File: src/rtl/core/cldr_pkg.sv
// Shared types, constants and helper functions of the console line discipline.
// Depends on nothing; the RTL modules and interfaces use it by scoped names, the testbench files import it.
`timescale 1ns / 1ps

package cldr_pkg;

  // Ring sizes and the widths that follow from them.
  localparam int RX_DEPTH = 256;
  localparam int TX_DEPTH = 256;
  localparam int RX_AW    = $clog2(RX_DEPTH);
  localparam int TX_AW    = $clog2(TX_DEPTH);
  localparam int RX_LW    = $clog2(RX_DEPTH + 1);
  localparam int TX_LW    = $clog2(TX_DEPTH + 1);

  // Line counter.
  localparam int          LINE_W   = 16;
  localparam logic [15:0] LINE_MAX = 16'hFFFF;

  // Command queue between the front and the back.
  localparam int Q_DEPTH = 2;
  localparam int Q_AW    = $clog2(Q_DEPTH);
  localparam int Q_CW    = $clog2(Q_DEPTH + 1);

  // Operation codes on the request channel.
  localparam logic [2:0] OP_RX        = 3'd0;
  localparam logic [2:0] OP_TX_READY  = 3'd1;
  localparam logic [2:0] OP_HOST_READ = 3'd2;
  localparam logic [2:0] OP_HOST_PUT  = 3'd3;
  localparam logic [2:0] OP_LINE_DONE = 3'd4;
  localparam logic [2:0] OP_CLEAR     = 3'd5;

  // Status codes on the result channel.
  localparam logic [2:0] ST_OK         = 3'd0;
  localparam logic [2:0] ST_OVERRUN    = 3'd1;
  localparam logic [2:0] ST_PUT_FULL   = 3'd2;
  localparam logic [2:0] ST_READ_EMPTY = 3'd3;
  localparam logic [2:0] ST_ECHO_DROP  = 3'd4;

  // Characters with a special meaning.
  localparam logic [7:0] CH_LF    = 8'h0A;
  localparam logic [7:0] CH_CR    = 8'h0D;
  localparam logic [7:0] CH_BS    = 8'h08;
  localparam logic [7:0] CH_DEL   = 8'h7F;
  localparam logic [7:0] CH_CTRLR = 8'h12;
  localparam logic [7:0] CH_BELL  = 8'h07;
  localparam logic [7:0] CH_SPACE = 8'h20;

  // What the back has to do for one request.
  typedef enum logic [2:0] {
    KIND_RX,
    KIND_TX,
    KIND_READ,
    KIND_PUT,
    KIND_LINE,
    KIND_CLEAR,
    KIND_NOP
  } kind_t;

  // Class of a received character.
  typedef enum logic [1:0] {
    CLS_OTHER,
    CLS_EOL,
    CLS_ERASE,
    CLS_REDRAW
  } cls_t;

  // Echo sequences written into the transmit ring.
  typedef enum logic [1:0] {
    ECHO_CHAR,
    ECHO_CRLF,
    ECHO_BELL,
    ECHO_ERASE
  } echo_t;

  // Classified request carried by the command queue.
  typedef struct packed {
    kind_t      kind;
    cls_t       cls;
    logic [7:0] data;
  } cmd_t;

  // One result as held in the output register.
  typedef struct packed {
    logic              tx_valid;
    logic [7:0]        tx_byte;
    logic              rx_valid;
    logic [7:0]        rx_byte;
    logic [RX_LW-1:0]  rx_level;
    logic [TX_LW-1:0]  tx_level;
    logic [LINE_W-1:0] lines_ready;
    logic [2:0]        status;
  } res_t;

  // Number of bytes in an echo sequence.
  function automatic logic [1:0] echo_len(input echo_t kind);
    logic [1:0] n;
    unique case (kind)
      ECHO_CHAR:  n = 2'd1;
      ECHO_CRLF:  n = 2'd2;
      ECHO_BELL:  n = 2'd1;
      ECHO_ERASE: n = 2'd3;
      default:    n = 2'd1;
    endcase
    return n;
  endfunction

  // Byte at a given place of an echo sequence.
  function automatic logic [7:0] echo_byte(input echo_t kind, input logic [1:0] idx,
                                           input logic [7:0] c);
    logic [7:0] b;
    unique case (kind)
      ECHO_CHAR:  b = c;
      ECHO_CRLF:  b = (idx == 2'd0) ? CH_CR : CH_LF;
      ECHO_BELL:  b = CH_BELL;
      ECHO_ERASE: b = (idx == 2'd1) ? CH_SPACE : CH_BS;
      default:    b = c;
    endcase
    return b;
  endfunction

endpackage

File: src/rtl/core/cldr_chan_if.sv
// Channel interfaces of the console line discipline: requests, results, configuration.
// Depends on cldr_pkg for the level and line count widths.
`timescale 1ns / 1ps

// Request channel: one operation and its data byte.
interface cldr_in_if;
  logic       valid;
  logic       ready;
  logic [2:0] op;
  logic [7:0] data_byte;

  modport source (output valid, op, data_byte, input ready);
  modport sink (input valid, op, data_byte, output ready);
endinterface

// Result channel: one result for every request.
interface cldr_out_if;
  logic                          valid;
  logic                          ready;
  logic                          tx_valid;
  logic [7:0]                    tx_byte;
  logic                          rx_valid;
  logic [7:0]                    rx_byte;
  logic [cldr_pkg::RX_LW-1:0]    rx_level;
  logic [cldr_pkg::TX_LW-1:0]    tx_level;
  logic [cldr_pkg::LINE_W-1:0]   lines_ready;
  logic [2:0]                    status;

  modport source (output valid, tx_valid, tx_byte, rx_valid, rx_byte, rx_level, tx_level,
                  lines_ready, status, input ready);
  modport sink (input valid, tx_valid, tx_byte, rx_valid, rx_byte, rx_level, tx_level,
                lines_ready, status, output ready);
endinterface

// Configuration channel: the echo enable bit.
interface cldr_cfg_if;
  logic valid;
  logic ready;
  logic data;

  modport source (output valid, data, input ready);
  modport sink (input valid, data, output ready);
endinterface

File: src/rtl/core/cldr_front.sv
// Front of the console line discipline: takes requests, classifies them and queues them.
// Depends on cldr_pkg and the cldr_in_if interface.
`timescale 1ns / 1ps

module cldr_front (
  input  logic               clk,
  input  logic               rst,
  cldr_in_if.sink            item,
  output logic               cmd_valid,
  output cldr_pkg::cmd_t     cmd,
  input  logic               cmd_ready
);

  cldr_pkg::cmd_t                q [cldr_pkg::Q_DEPTH];
  logic [cldr_pkg::Q_AW-1:0]     wr_ptr;
  logic [cldr_pkg::Q_AW-1:0]     rd_ptr;
  logic [cldr_pkg::Q_CW-1:0]     count;
  cldr_pkg::cmd_t                new_cmd;
  logic                          push;
  logic                          pop;

  // Decode the operation and sort the character into its class.
  always_comb begin
    new_cmd.data = item.data_byte;
    unique case (item.op)
      cldr_pkg::OP_RX:        new_cmd.kind = cldr_pkg::KIND_RX;
      cldr_pkg::OP_TX_READY:  new_cmd.kind = cldr_pkg::KIND_TX;
      cldr_pkg::OP_HOST_READ: new_cmd.kind = cldr_pkg::KIND_READ;
      cldr_pkg::OP_HOST_PUT:  new_cmd.kind = cldr_pkg::KIND_PUT;
      cldr_pkg::OP_LINE_DONE: new_cmd.kind = cldr_pkg::KIND_LINE;
      cldr_pkg::OP_CLEAR:     new_cmd.kind = cldr_pkg::KIND_CLEAR;
      default:                new_cmd.kind = cldr_pkg::KIND_NOP;
    endcase
    priority if (item.data_byte == cldr_pkg::CH_LF || item.data_byte == cldr_pkg::CH_CR) begin
      new_cmd.cls = cldr_pkg::CLS_EOL;
    end else if (item.data_byte == cldr_pkg::CH_BS ||
                 item.data_byte == cldr_pkg::CH_DEL) begin
      new_cmd.cls = cldr_pkg::CLS_ERASE;
    end else if (item.data_byte == cldr_pkg::CH_CTRLR) begin
      new_cmd.cls = cldr_pkg::CLS_REDRAW;
    end else begin
      new_cmd.cls = cldr_pkg::CLS_OTHER;
    end
  end

  // Queue handshakes.
  assign item.ready = (count != cldr_pkg::Q_CW'(cldr_pkg::Q_DEPTH));
  assign push       = item.valid && item.ready;
  assign cmd_valid  = (count != '0);
  assign pop        = cmd_valid && cmd_ready;
  assign cmd        = q[rd_ptr];

  // Queue pointers and fill count.
  always_ff @(posedge clk) begin
    if (rst) begin
      wr_ptr <= '0;
      rd_ptr <= '0;
      count  <= '0;
    end else begin
      if (push) begin
        wr_ptr <= (wr_ptr == cldr_pkg::Q_AW'(cldr_pkg::Q_DEPTH - 1)) ? '0 :
                  wr_ptr + cldr_pkg::Q_AW'(1);
      end
      if (pop) begin
        rd_ptr <= (rd_ptr == cldr_pkg::Q_AW'(cldr_pkg::Q_DEPTH - 1)) ? '0 :
                  rd_ptr + cldr_pkg::Q_AW'(1);
      end
      if (push && !pop) begin
        count <= count + cldr_pkg::Q_CW'(1);
      end else if (pop && !push) begin
        count <= count - cldr_pkg::Q_CW'(1);
      end
    end
  end

  // Queue entries.
  always_ff @(posedge clk) begin
    if (push) begin
      q[wr_ptr] <= new_cmd;
    end
  end

endmodule

File: src/rtl/core/cldr_back.sv
// Back of the console line discipline: ring memories, line editing, echo and results.
// Depends on cldr_pkg and the cldr_out_if and cldr_cfg_if interfaces.
`timescale 1ns / 1ps

module cldr_back (
  input  logic               clk,
  input  logic               rst,
  input  logic               cmd_valid,
  input  cldr_pkg::cmd_t     cmd,
  output logic               cmd_ready,
  cldr_out_if.source         result,
  cldr_cfg_if.sink           cfg
);

  typedef enum logic [1:0] {
    S_IDLE,
    S_READ,
    S_ECHO,
    S_DONE
  } state_t;

  // Ring memories.
  logic [7:0] rx_mem [cldr_pkg::RX_DEPTH];
  logic [7:0] tx_mem [cldr_pkg::TX_DEPTH];

  // Sequencer state and ring bookkeeping.
  state_t                          state, state_next;
  cldr_pkg::cmd_t                  cur, cur_next;
  logic [cldr_pkg::RX_AW-1:0]      rx_head, rx_head_next, rx_tail, rx_tail_next;
  logic [cldr_pkg::RX_LW-1:0]      rx_fill, rx_fill_next;
  logic [cldr_pkg::TX_AW-1:0]      tx_head, tx_head_next, tx_tail, tx_tail_next;
  logic [cldr_pkg::TX_LW-1:0]      tx_fill, tx_fill_next;
  logic [cldr_pkg::LINE_W-1:0]     line_total, line_total_next;
  logic                            echo_enable, echo_enable_next;
  cldr_pkg::echo_t                 echo_kind, echo_kind_next;
  logic [1:0]                      echo_idx, echo_idx_next;

  // Result under construction and the output register.
  logic                            w_tx_valid, w_tx_valid_next;
  logic [7:0]                      w_tx_byte, w_tx_byte_next;
  logic                            w_rx_valid, w_rx_valid_next;
  logic [7:0]                      w_rx_byte, w_rx_byte_next;
  logic [2:0]                      w_status, w_status_next;
  logic                            out_valid, out_valid_next;
  cldr_pkg::res_t                  out_res, out_res_next;

  // Memory ports.
  logic                            rx_we, rx_re;
  logic [cldr_pkg::RX_AW-1:0]      rx_waddr, rx_raddr;
  logic [7:0]                      rx_wdata, rx_rdata;
  logic                            tx_we, tx_re;
  logic [cldr_pkg::TX_AW-1:0]      tx_waddr, tx_raddr;
  logic [7:0]                      tx_wdata, tx_rdata;

  function automatic logic [cldr_pkg::RX_AW-1:0] rx_inc(input logic [cldr_pkg::RX_AW-1:0] p);
    return (p == cldr_pkg::RX_AW'(cldr_pkg::RX_DEPTH - 1)) ? '0 : p + cldr_pkg::RX_AW'(1);
  endfunction

  function automatic logic [cldr_pkg::RX_AW-1:0] rx_dec(input logic [cldr_pkg::RX_AW-1:0] p);
    return (p == '0) ? cldr_pkg::RX_AW'(cldr_pkg::RX_DEPTH - 1) : p - cldr_pkg::RX_AW'(1);
  endfunction

  function automatic logic [cldr_pkg::TX_AW-1:0] tx_inc(input logic [cldr_pkg::TX_AW-1:0] p);
    return (p == cldr_pkg::TX_AW'(cldr_pkg::TX_DEPTH - 1)) ? '0 : p + cldr_pkg::TX_AW'(1);
  endfunction

  assign cmd_ready = (state == S_IDLE);
  assign cfg.ready = 1'b1;

  // Result port driven from the output register.
  assign result.valid       = out_valid;
  assign result.tx_valid    = out_res.tx_valid;
  assign result.tx_byte     = out_res.tx_byte;
  assign result.rx_valid    = out_res.rx_valid;
  assign result.rx_byte     = out_res.rx_byte;
  assign result.rx_level    = out_res.rx_level;
  assign result.tx_level    = out_res.tx_level;
  assign result.lines_ready = out_res.lines_ready;
  assign result.status      = out_res.status;

  // Sequencer: next state, ring updates and memory port control.
  always_comb begin
    logic [cldr_pkg::RX_AW-1:0]  rx_h;
    logic [cldr_pkg::RX_LW-1:0]  rx_f;
    logic [cldr_pkg::LINE_W-1:0] lines;
    logic                        echo_req;
    cldr_pkg::echo_t             echo_sel;
    logic [cldr_pkg::TX_LW:0]    room_sum;

    state_next       = state;
    cur_next         = cur;
    rx_head_next     = rx_head;
    rx_tail_next     = rx_tail;
    rx_fill_next     = rx_fill;
    tx_head_next     = tx_head;
    tx_tail_next     = tx_tail;
    tx_fill_next     = tx_fill;
    line_total_next  = line_total;
    echo_enable_next = cfg.valid ? cfg.data : echo_enable;
    echo_kind_next   = echo_kind;
    echo_idx_next    = echo_idx;
    w_tx_valid_next  = w_tx_valid;
    w_tx_byte_next   = w_tx_byte;
    w_rx_valid_next  = w_rx_valid;
    w_rx_byte_next   = w_rx_byte;
    w_status_next    = w_status;
    out_res_next     = out_res;
    out_valid_next   = out_valid && !result.ready;

    rx_we    = 1'b0;
    rx_waddr = rx_head;
    rx_wdata = cmd.data;
    rx_re    = 1'b0;
    rx_raddr = rx_tail;
    tx_we    = 1'b0;
    tx_waddr = tx_head;
    tx_wdata = cmd.data;
    tx_re    = 1'b0;
    tx_raddr = tx_tail;

    rx_h     = rx_head;
    rx_f     = rx_fill;
    lines    = line_total;
    echo_req = 1'b0;
    echo_sel = cldr_pkg::ECHO_CHAR;

    unique case (state)
      // Take one request and do its first step.
      S_IDLE: begin
        if (cmd_valid) begin
          cur_next        = cmd;
          state_next      = S_DONE;
          w_tx_valid_next = 1'b0;
          w_tx_byte_next  = '0;
          w_rx_valid_next = 1'b0;
          w_rx_byte_next  = '0;
          w_status_next   = cldr_pkg::ST_OK;
          unique case (cmd.kind)
            cldr_pkg::KIND_RX: begin
              // A nearly full receive ring is emptied before the byte is handled.
              if (rx_fill >= cldr_pkg::RX_LW'(cldr_pkg::RX_DEPTH - 2)) begin
                rx_h          = '0;
                rx_f          = '0;
                lines         = '0;
                rx_tail_next  = '0;
                w_status_next = cldr_pkg::ST_OVERRUN;
              end
              rx_head_next    = rx_h;
              rx_fill_next    = rx_f;
              line_total_next = lines;
              unique case (cmd.cls)
                cldr_pkg::CLS_EOL: begin
                  rx_we           = 1'b1;
                  rx_waddr        = rx_h;
                  rx_wdata        = cldr_pkg::CH_LF;
                  rx_head_next    = rx_inc(rx_h);
                  rx_fill_next    = rx_f + cldr_pkg::RX_LW'(1);
                  line_total_next = (lines == cldr_pkg::LINE_MAX) ? lines :
                                    lines + cldr_pkg::LINE_W'(1);
                  echo_req        = 1'b1;
                  echo_sel        = cldr_pkg::ECHO_CRLF;
                end
                cldr_pkg::CLS_ERASE: begin
                  if (rx_f == '0) begin
                    echo_req = 1'b1;
                    echo_sel = cldr_pkg::ECHO_BELL;
                  end else begin
                    // The last stored byte decides between erase and bell.
                    rx_re      = 1'b1;
                    rx_raddr   = rx_dec(rx_h);
                    state_next = S_READ;
                  end
                end
                cldr_pkg::CLS_REDRAW: begin
                  rx_head_next    = '0;
                  rx_tail_next    = '0;
                  rx_fill_next    = '0;
                  line_total_next = '0;
                end
                default: begin
                  rx_we        = 1'b1;
                  rx_waddr     = rx_h;
                  rx_wdata     = cmd.data;
                  rx_head_next = rx_inc(rx_h);
                  rx_fill_next = rx_f + cldr_pkg::RX_LW'(1);
                  echo_req     = 1'b1;
                  echo_sel     = cldr_pkg::ECHO_CHAR;
                end
              endcase
            end
            cldr_pkg::KIND_TX: begin
              if (tx_fill != '0) begin
                tx_re      = 1'b1;
                tx_raddr   = tx_tail;
                state_next = S_READ;
              end
            end
            cldr_pkg::KIND_READ: begin
              if (rx_fill != '0) begin
                rx_re      = 1'b1;
                rx_raddr   = rx_tail;
                state_next = S_READ;
              end else begin
                w_status_next = cldr_pkg::ST_READ_EMPTY;
              end
            end
            cldr_pkg::KIND_PUT: begin
              // Four places stay free for echoes.
              if (tx_fill >= cldr_pkg::TX_LW'(cldr_pkg::TX_DEPTH - 4)) begin
                w_status_next = cldr_pkg::ST_PUT_FULL;
              end else begin
                tx_we        = 1'b1;
                tx_waddr     = tx_head;
                tx_wdata     = cmd.data;
                tx_head_next = tx_inc(tx_head);
                tx_fill_next = tx_fill + cldr_pkg::TX_LW'(1);
              end
            end
            cldr_pkg::KIND_LINE: begin
              if (line_total != '0) begin
                line_total_next = line_total - cldr_pkg::LINE_W'(1);
              end
            end
            cldr_pkg::KIND_CLEAR: begin
              rx_head_next    = '0;
              rx_tail_next    = '0;
              rx_fill_next    = '0;
              tx_head_next    = '0;
              tx_tail_next    = '0;
              tx_fill_next    = '0;
              line_total_next = '0;
            end
            default: begin
            end
          endcase
        end
      end

      // Registered memory data is back: finish the pop or the erase.
      S_READ: begin
        state_next = S_DONE;
        unique case (cur.kind)
          cldr_pkg::KIND_RX: begin
            echo_req = 1'b1;
            if (rx_rdata == cldr_pkg::CH_LF) begin
              echo_sel = cldr_pkg::ECHO_BELL;
            end else begin
              rx_fill_next = rx_fill - cldr_pkg::RX_LW'(1);
              rx_head_next = rx_dec(rx_head);
              echo_sel     = cldr_pkg::ECHO_ERASE;
            end
          end
          cldr_pkg::KIND_TX: begin
            w_tx_valid_next = 1'b1;
            w_tx_byte_next  = tx_rdata;
            tx_tail_next    = tx_inc(tx_tail);
            tx_fill_next    = tx_fill - cldr_pkg::TX_LW'(1);
          end
          cldr_pkg::KIND_READ: begin
            w_rx_valid_next = 1'b1;
            w_rx_byte_next  = rx_rdata;
            rx_tail_next    = rx_inc(rx_tail);
            rx_fill_next    = rx_fill - cldr_pkg::RX_LW'(1);
          end
          default: begin
          end
        endcase
      end

      // Write the echo sequence into the transmit ring, one byte a cycle.
      S_ECHO: begin
        tx_we         = 1'b1;
        tx_waddr      = tx_head;
        tx_wdata      = cldr_pkg::echo_byte(echo_kind, echo_idx, cur.data);
        tx_head_next  = tx_inc(tx_head);
        tx_fill_next  = tx_fill + cldr_pkg::TX_LW'(1);
        echo_idx_next = echo_idx + 2'd1;
        if (echo_idx == cldr_pkg::echo_len(echo_kind) - 2'd1) begin
          state_next = S_DONE;
        end
      end

      // Load the output register once it is free.
      S_DONE: begin
        if (!out_valid || result.ready) begin
          out_valid_next           = 1'b1;
          out_res_next.tx_valid    = w_tx_valid;
          out_res_next.tx_byte     = w_tx_byte;
          out_res_next.rx_valid    = w_rx_valid;
          out_res_next.rx_byte     = w_rx_byte;
          out_res_next.rx_level    = rx_fill;
          out_res_next.tx_level    = tx_fill;
          out_res_next.lines_ready = line_total;
          out_res_next.status      = w_status;
          state_next               = S_IDLE;
        end
      end

      default: begin
        state_next = S_IDLE;
      end
    endcase

    // An echo goes in whole when the transmit ring has room, else it is dropped.
    room_sum = {1'b0, tx_fill} + (cldr_pkg::TX_LW + 1)'(cldr_pkg::echo_len(echo_sel));
    if (echo_req && echo_enable) begin
      if (room_sum > (cldr_pkg::TX_LW + 1)'(cldr_pkg::TX_DEPTH)) begin
        if (w_status_next == cldr_pkg::ST_OK) begin
          w_status_next = cldr_pkg::ST_ECHO_DROP;
        end
      end else begin
        state_next     = S_ECHO;
        echo_kind_next = echo_sel;
        echo_idx_next  = '0;
      end
    end
  end

  // State, control registers and result registers.
  always_ff @(posedge clk) begin
    if (rst) begin
      state       <= S_IDLE;
      rx_head     <= '0;
      rx_tail     <= '0;
      rx_fill     <= '0;
      tx_head     <= '0;
      tx_tail     <= '0;
      tx_fill     <= '0;
      line_total  <= '0;
      echo_enable <= 1'b1;
      out_valid   <= 1'b0;
    end else begin
      state       <= state_next;
      rx_head     <= rx_head_next;
      rx_tail     <= rx_tail_next;
      rx_fill     <= rx_fill_next;
      tx_head     <= tx_head_next;
      tx_tail     <= tx_tail_next;
      tx_fill     <= tx_fill_next;
      line_total  <= line_total_next;
      echo_enable <= echo_enable_next;
      out_valid   <= out_valid_next;
    end
    cur        <= cur_next;
    echo_kind  <= echo_kind_next;
    echo_idx   <= echo_idx_next;
    w_tx_valid <= w_tx_valid_next;
    w_tx_byte  <= w_tx_byte_next;
    w_rx_valid <= w_rx_valid_next;
    w_rx_byte  <= w_rx_byte_next;
    w_status   <= w_status_next;
    out_res    <= out_res_next;
  end

  // Receive ring memory: one write and one registered read a cycle.
  always_ff @(posedge clk) begin
    if (rx_we) begin
      rx_mem[rx_waddr] <= rx_wdata;
    end
    if (rx_re) begin
      rx_rdata <= rx_mem[rx_raddr];
    end
  end

  // Transmit ring memory: one write and one registered read a cycle.
  always_ff @(posedge clk) begin
    if (tx_we) begin
      tx_mem[tx_waddr] <= tx_wdata;
    end
    if (tx_re) begin
      tx_rdata <= tx_mem[tx_raddr];
    end
  end

endmodule

File: src/rtl/core/console_line_discipline_rings_top.sv
// Top level of the console line discipline: front classifier, command queue and back.
// Depends on cldr_pkg, the channel interfaces, cldr_front and cldr_back.
//
//   Channel  | Dir | Payload                                       | Handshake
//   item     | in  | op, data_byte                                 | valid / ready
//   result   | out | tx/rx bytes and valids, levels, lines, status | valid / ready
//   cfg      | in  | data (echo enable)                            | valid / ready
//
// The back handles a request in its idle and done states; a pop from a ring adds a read
// state (registered memory read), and an echo adds an echo state that writes it byte by
// byte, since the transmit ring has a single write port; the erase with echo is longest.
// A two-entry command queue takes requests while the back works or a result waits.
// Reset is synchronous; the ring memories need no clearing pass, as only written
// entries are ever read. Configuration is taken in any cycle.
`timescale 1ns / 1ps

module console_line_discipline_rings_top (
  input  logic       clk,
  input  logic       rst,
  cldr_in_if.sink    item,
  cldr_out_if.source result,
  cldr_cfg_if.sink   cfg
);

  logic           cmd_valid;
  logic           cmd_ready;
  cldr_pkg::cmd_t cmd;

  // Request classification and queueing.
  cldr_front u_front (
    .clk       (clk),
    .rst       (rst),
    .item      (item),
    .cmd_valid (cmd_valid),
    .cmd       (cmd),
    .cmd_ready (cmd_ready)
  );

  // Ring handling, editing, echo and results.
  cldr_back u_back (
    .clk       (clk),
    .rst       (rst),
    .cmd_valid (cmd_valid),
    .cmd       (cmd),
    .cmd_ready (cmd_ready),
    .result    (result),
    .cfg       (cfg)
  );

endmodule

File: src/flat_wrapper.sv
// flat-port wrapper written by rule: the top's interface ports become plain ports
module console_line_discipline_rings_top_flat 
  (clk, rst, item_valid, item_op, item_data_byte, item_ready, result_valid, result_tx_valid, result_tx_byte, result_rx_valid, result_rx_byte, result_rx_level, result_tx_level, result_lines_ready, result_status, result_ready, cfg_valid, cfg_data, cfg_ready);
  cldr_in_if item_i ();
  cldr_out_if result_i ();
  cldr_cfg_if cfg_i ();
  input  logic clk;
  input  logic rst;
  input wire logic [$bits(item_i.valid)-1:0] item_valid;
  input wire logic [$bits(item_i.op)-1:0] item_op;
  input wire logic [$bits(item_i.data_byte)-1:0] item_data_byte;
  output wire logic [$bits(item_i.ready)-1:0] item_ready;
  output wire logic [$bits(result_i.valid)-1:0] result_valid;
  output wire logic [$bits(result_i.tx_valid)-1:0] result_tx_valid;
  output wire logic [$bits(result_i.tx_byte)-1:0] result_tx_byte;
  output wire logic [$bits(result_i.rx_valid)-1:0] result_rx_valid;
  output wire logic [$bits(result_i.rx_byte)-1:0] result_rx_byte;
  output wire logic [$bits(result_i.rx_level)-1:0] result_rx_level;
  output wire logic [$bits(result_i.tx_level)-1:0] result_tx_level;
  output wire logic [$bits(result_i.lines_ready)-1:0] result_lines_ready;
  output wire logic [$bits(result_i.status)-1:0] result_status;
  input wire logic [$bits(result_i.ready)-1:0] result_ready;
  input wire logic [$bits(cfg_i.valid)-1:0] cfg_valid;
  input wire logic [$bits(cfg_i.data)-1:0] cfg_data;
  output wire logic [$bits(cfg_i.ready)-1:0] cfg_ready;
  assign item_i.valid = item_valid;
  assign item_i.op = item_op;
  assign item_i.data_byte = item_data_byte;
  assign item_ready = item_i.ready;
  assign result_valid = result_i.valid;
  assign result_tx_valid = result_i.tx_valid;
  assign result_tx_byte = result_i.tx_byte;
  assign result_rx_valid = result_i.rx_valid;
  assign result_rx_byte = result_i.rx_byte;
  assign result_rx_level = result_i.rx_level;
  assign result_tx_level = result_i.tx_level;
  assign result_lines_ready = result_i.lines_ready;
  assign result_status = result_i.status;
  assign result_i.ready = result_ready;
  assign cfg_i.valid = cfg_valid;
  assign cfg_i.data = cfg_data;
  assign cfg_ready = cfg_i.ready;
  console_line_discipline_rings_top u_core (.clk(clk), .rst(rst), .item(item_i), .result(result_i), .cfg(cfg_i));
endmodule
File: config.mk
export PLATFORM = sky130hd
export DESIGN_NAME = console_line_discipline_rings_top_flat
export DESIGN_NICKNAME = d
export VERILOG_FILES = /design/src/rtl/core/cldr_pkg.sv /design/src/rtl/core/cldr_chan_if.sv /design/src/rtl/core/cldr_front.sv /design/src/rtl/core/cldr_back.sv /design/src/rtl/core/console_line_discipline_rings_top.sv /design/src/flat_wrapper.sv
export SDC_FILE = /design/constraint.sdc
export NUM_CORES = 2
export LEC_CHECK = 0
export BUFFER_PORTS_ARGS = -buffer_cell sky130_fd_sc_hd__buf_2
export CORE_MARGIN = 5
export CORE_UTILIZATION = 40
export DETAILED_ROUTE_END_ITERATION = 8
export MAX_ROUTING_LAYER = met4
export PLACE_DENSITY = 0.63
export SLEW_MARGIN = 0
export SYNTH_ARGS = -nofsm -noshare
export SYNTH_HDL_FRONTEND = slang
export SYNTH_MEMORY_MAX_BITS = 65536
export SYNTH_SLANG_ARGS = --single-unit
File: constraint.sdc
create_clock -name clk -period 16.3 [get_ports clk]
set_clock_uncertainty 0.15 [all_clocks]
set_input_delay 0.815 -clock clk [delete_from_list [all_inputs] [get_ports clk]]
set_output_delay 0.815 -clock clk [all_outputs]
set_load 0.01 [all_outputs]
==> out/results.tsv <==
stage	metric	value	unit
clock_network	cts_tree	yes	
critical_path	crit_arrival	8.58	ns
clock_network	cts.sinks	4304	
critical_path	critPathTopFamily	buffers and inverters	
clock_network	clk_latency	0.93	ns
clock_network	path_clk_slew	0.06	ns
worst_hold_path	min_from	result_ready	
floorplanning	core_region_area	424000	sq um
timing	worst_pin_slew	1.26	ns
drt	via_count	93900	
status	status	finished, final reports clean	
clock_network	cts_max_level	5	
critical_path	cpMaxStageDelayCell	buf_4	
cells_and_area	layout-drive-gt1-share	16.2	%
cells_and_area	nets	10100	
floorplanning	start_util	40.1	%
yosys	async_flop_share	0	%
drt	drt-wirelength-per-cell	28.1	um
floorplanning	die_y	662	um
clock_network	numCtsBuffers	413	
drt	drt.antenna.violating_nets	0	
timing	post-route-min-period	8.13	ns
clock_network	cts_root_buf	clkbuf_16	
pwr	p_clk_share	34.7	%
critical_path	path_cells	inv_1 > ha_1 > o2111a_1 > a21oi_2 > buf_4 > nand2_1 > ha_1 > nand4b_1 > nand4b_1 > o21ai_4 > buf_4 > buf_4 > buf_4 > mux4_2 > a22o_1 > a31oi_1 > o221ai_1 > nor3_1 > a311oi_1	
timing	final_max_slew_viol_count	0	
global_route	antenna_found_initial	17	
drt	drtPass1Iterations	7	
critical_path	worst-path-max-fanout	69	
global_route	gr-total-overflow	0	
timing	rsz0062_at_grt	false	
timing	holdWs	0.0813	ns
cells_and_area	syn2layout_area_growth	11.7	%
critical_path	reg2reg_from	u_core.u_back.rx_fill[0]	
global_route	grt_max_degree	207	
yosys	syn_nets	10000	
yosys	synth_ff_type	edfxtp_1	
critical_path	critPathLaunch	u_core.u_back.rx_fill[0]	
yosys	yosys_warnings	0	
critical_path	cpMostUsedCell	buf_4	
pwr	sw_frac_of_total	26.8	%
pwr	peakVddDrop	0.142	mV
pwr	power_density	143	nW/um^2
floorplanning	rows	239	
global_route	groute.usage.overall	20.7	%
pwr	p_leak	0.0588	uW
job	cap_violations	0	
pwr	intPower	19900	uW
critical_path	cpPeakStageDelay	0.79	ns
yosys	synth_edf_count	4224	
critical_path	crit_path_start_kind	flip-flop	
drt	via_per_inst	5.85	
cells_and_area	layout_common_cells	edfxtp_1 (4224), nand2_1 (1586), mux4_2 (759), nor2_1 (647), nand3_1 (475)	
pwr	p_comb_share	15.1	%
critical_path	crit_buf_inv	5	
global_route	grt_pass1_wl	654	mm
critical_path	cp-end-kind	flip-flop	
drt	drt_first_iter_violations	12500	
drt	drc_errors	0	
timing	fmaxAchievable	123	MHz
yosys	synthDistinctLibCells	82	
floorplanning	pin_count	75	
global_route	grt_pass1_vias	91700	
pwr	switchingPower	7300	uW
clock_network	clockBufferDepth	4	
drt	routed_wl	451	mm
timing	setup_violations	0	
timing	post-route-period-util	49.9	%
critical_path	worstPathRequired	16.76	ns
yosys	ys_seq_area_share	75.5	%
clock_network	postCtsSetupRepairBufs	0	
pwr	pwr-share-seq	50.2	%
placement	port_buffers	73	
cells_and_area	layout_commonest_cell	edfxtp_1	
yosys	synth_seq_cells	4304	
placement	place_congestion	0.900	
floorplanning	dieArea	438000	sq um
worst_hold_path	holdCritPathClass	input pin to flip-flop	
timing	hold_viol	0	
yosys	syn_area_per_cell	17.0	sq um
yosys	synth_area	170000	sq um
placement	dp_hpwl	267	mm
critical_path	critPathKind	flip-flop to flip-flop	
yosys	syn_inst	9993	
timing	slew_headroom	15.9	%
floorplanning	die_w	662	um
timing	tns	0	ns
[area by class of cell]
| class | count | area (sq um) |
|---|---|---|
| Fill cell | 35800 | 234000 |
| Sequential cell | 4304 | 128000 |
| Multi-Input combinational cell | 5013 | 39000 |
| Clock buffer | 501 | 10900 |
| Tap cell | 5663 | 7090 |
| Clock inverter | 249 | 2310 |
| Timing Repair Buffer | 276 | 2110 |
| Inverter | 44 | 165 |
| Antenna cell | 6 | 15.0 |
[worst register-to-register path, cell delays in order, from the launching register on]
cell and delay, ns:
dfxtp_1 0.39, inv_1 0.11, ha_1 0.22, o2111a_1 0.27, a21oi_2 0.56, buf_4 0.37
nand2_1 0.16, ha_1 0.24, nand4b_1 0.16, nand4b_1 0.30, o21ai_4 0.46, buf_4 0.72
buf_4 0.80, buf_4 0.88, mux4_2 0.65, a22o_1 0.24, a31oi_1 0.24, o221ai_1 0.30
nor3_1 0.51, a311oi_1 0.08
[what timing repair did]
item | 4_1_cts | 5_1_grt
resized for setup | 0 | 0
hold buffers | 12 | 0
endpoints found under the hold margin | 21 | 0
[metrics by stage]
stage	total power, uW	setup slack [ns]	area (sq um)	utilization [%]	cells
final	27200	8.17	190000	44.8	16100
after global routing	28100	7.88	190000	44.8	16100
after CTS	27300	8.31	190000	44.8	16100
after detailed placement	18000	8.33	177000	41.7	15300
after global placement	17800	7.98	177000	41.7	15300
after floorplan	17000	1.87	170000	-	9993
[per-layer routing]
layer / global-route usage, % / part of all wire (%)
met1: 27.9 / 39
met2: 32.2 / 48
met3: 3.48 / 9.1
met4: 7.20 / 4.0
met5: - / 0
[path summary, 6_finish.rpt]
kind | slack, ns | cells after the start | end
setup / recovery | 8.17 | 19 | u_core.u_back.rx_rdata[1]
hold / removal | 0.08 | 4 | u_core.u_back.result.valid
setup reg to reg | 8.17 | 19 | u_core.u_back.rx_rdata[1]
hold reg to reg | 0.27 | 0 | u_core.u_back.result.tx_byte[2]
[power groups by stage]
stage               clock network (uW)  registers, uW  logic, uW
finish                            9450          13600       4110
global route                     10000          13700       4420
CTS                               9550          13600       4120
detailed placement                   0          13900       4110
global placement                     0          13900       3970
floorplan                            0          14400       2510
[cell usage after synthesis (12+ instances only)]
cell	count	share of area, %
xor2_1	12	0.062
and2_1	27	0.099
nor2b_1	29	0.11
a21oi_1	361	1.1
dfxtp_1	80	0.94
nor3_1	41	0.12
buf_4	65	0.29
or3_1	14	0.051
a22oi_1	66	0.29
a22o_1	24	0.12
a211oi_1	27	0.12
a32oi_1	86	0.44
mux2_2	14	0.093
a311oi_1	19	0.098
nand4_1	110	0.40
nand3_1	475	1.4
ha_1	32	0.24
clkbuf_1	271	0.60
buf_2	195	0.57
a21o_1	13	0.057
and3_1	29	0.11
o22ai_1	16	0.059
mux4_2	759	10
mux2i_1	130	0.77
a31oi_1	170	0.63
a221oi_1	17	0.088
nor4_1	18	0.066
nand2_1	1590	3.5
o21ai_0	95	0.28
edfxtp_1	4224	75
buf_1	93	0.21
a2111oi_0	15	0.077
inv_1	44	0.097
nor2_1	653	1.4
[registers in the layout (all words and copies together) (netlist names), 9 cells and up, named ones only]
| name | count |
|---|---|
| u_core.u_back.result.rx_level | 9 |
| u_core.u_back.cur | 11 |
| u_core.u_back.result.lines_ready | 16 |
| u_core.u_back.tx_mem | 2048 |
| u_core.u_back.rx_mem | 2048 |
| u_core.u_back.result.tx_level | 9 |
| u_core.u_front.q | 26 |
| u_core.u_back.rx_fill | 9 |
| u_core.u_back.tx_fill | 9 |
| u_core.u_back.line_total | 16 |
[cell families after synthesis]
family	count (synthesis)	share of synthesized area [%]
muxes	904	10.9
AOI/OAI and AO/OA	1014	3.84
adders and majority gates	33	0.247
buffers and inverters	676	1.81
and+or+nand+nor	3038	7.54
xor gates and xnor gates	23	0.118
DFF	4304	75.5
other	1	0.00220
No activity file was read; power rests on OpenSTA's default activity.
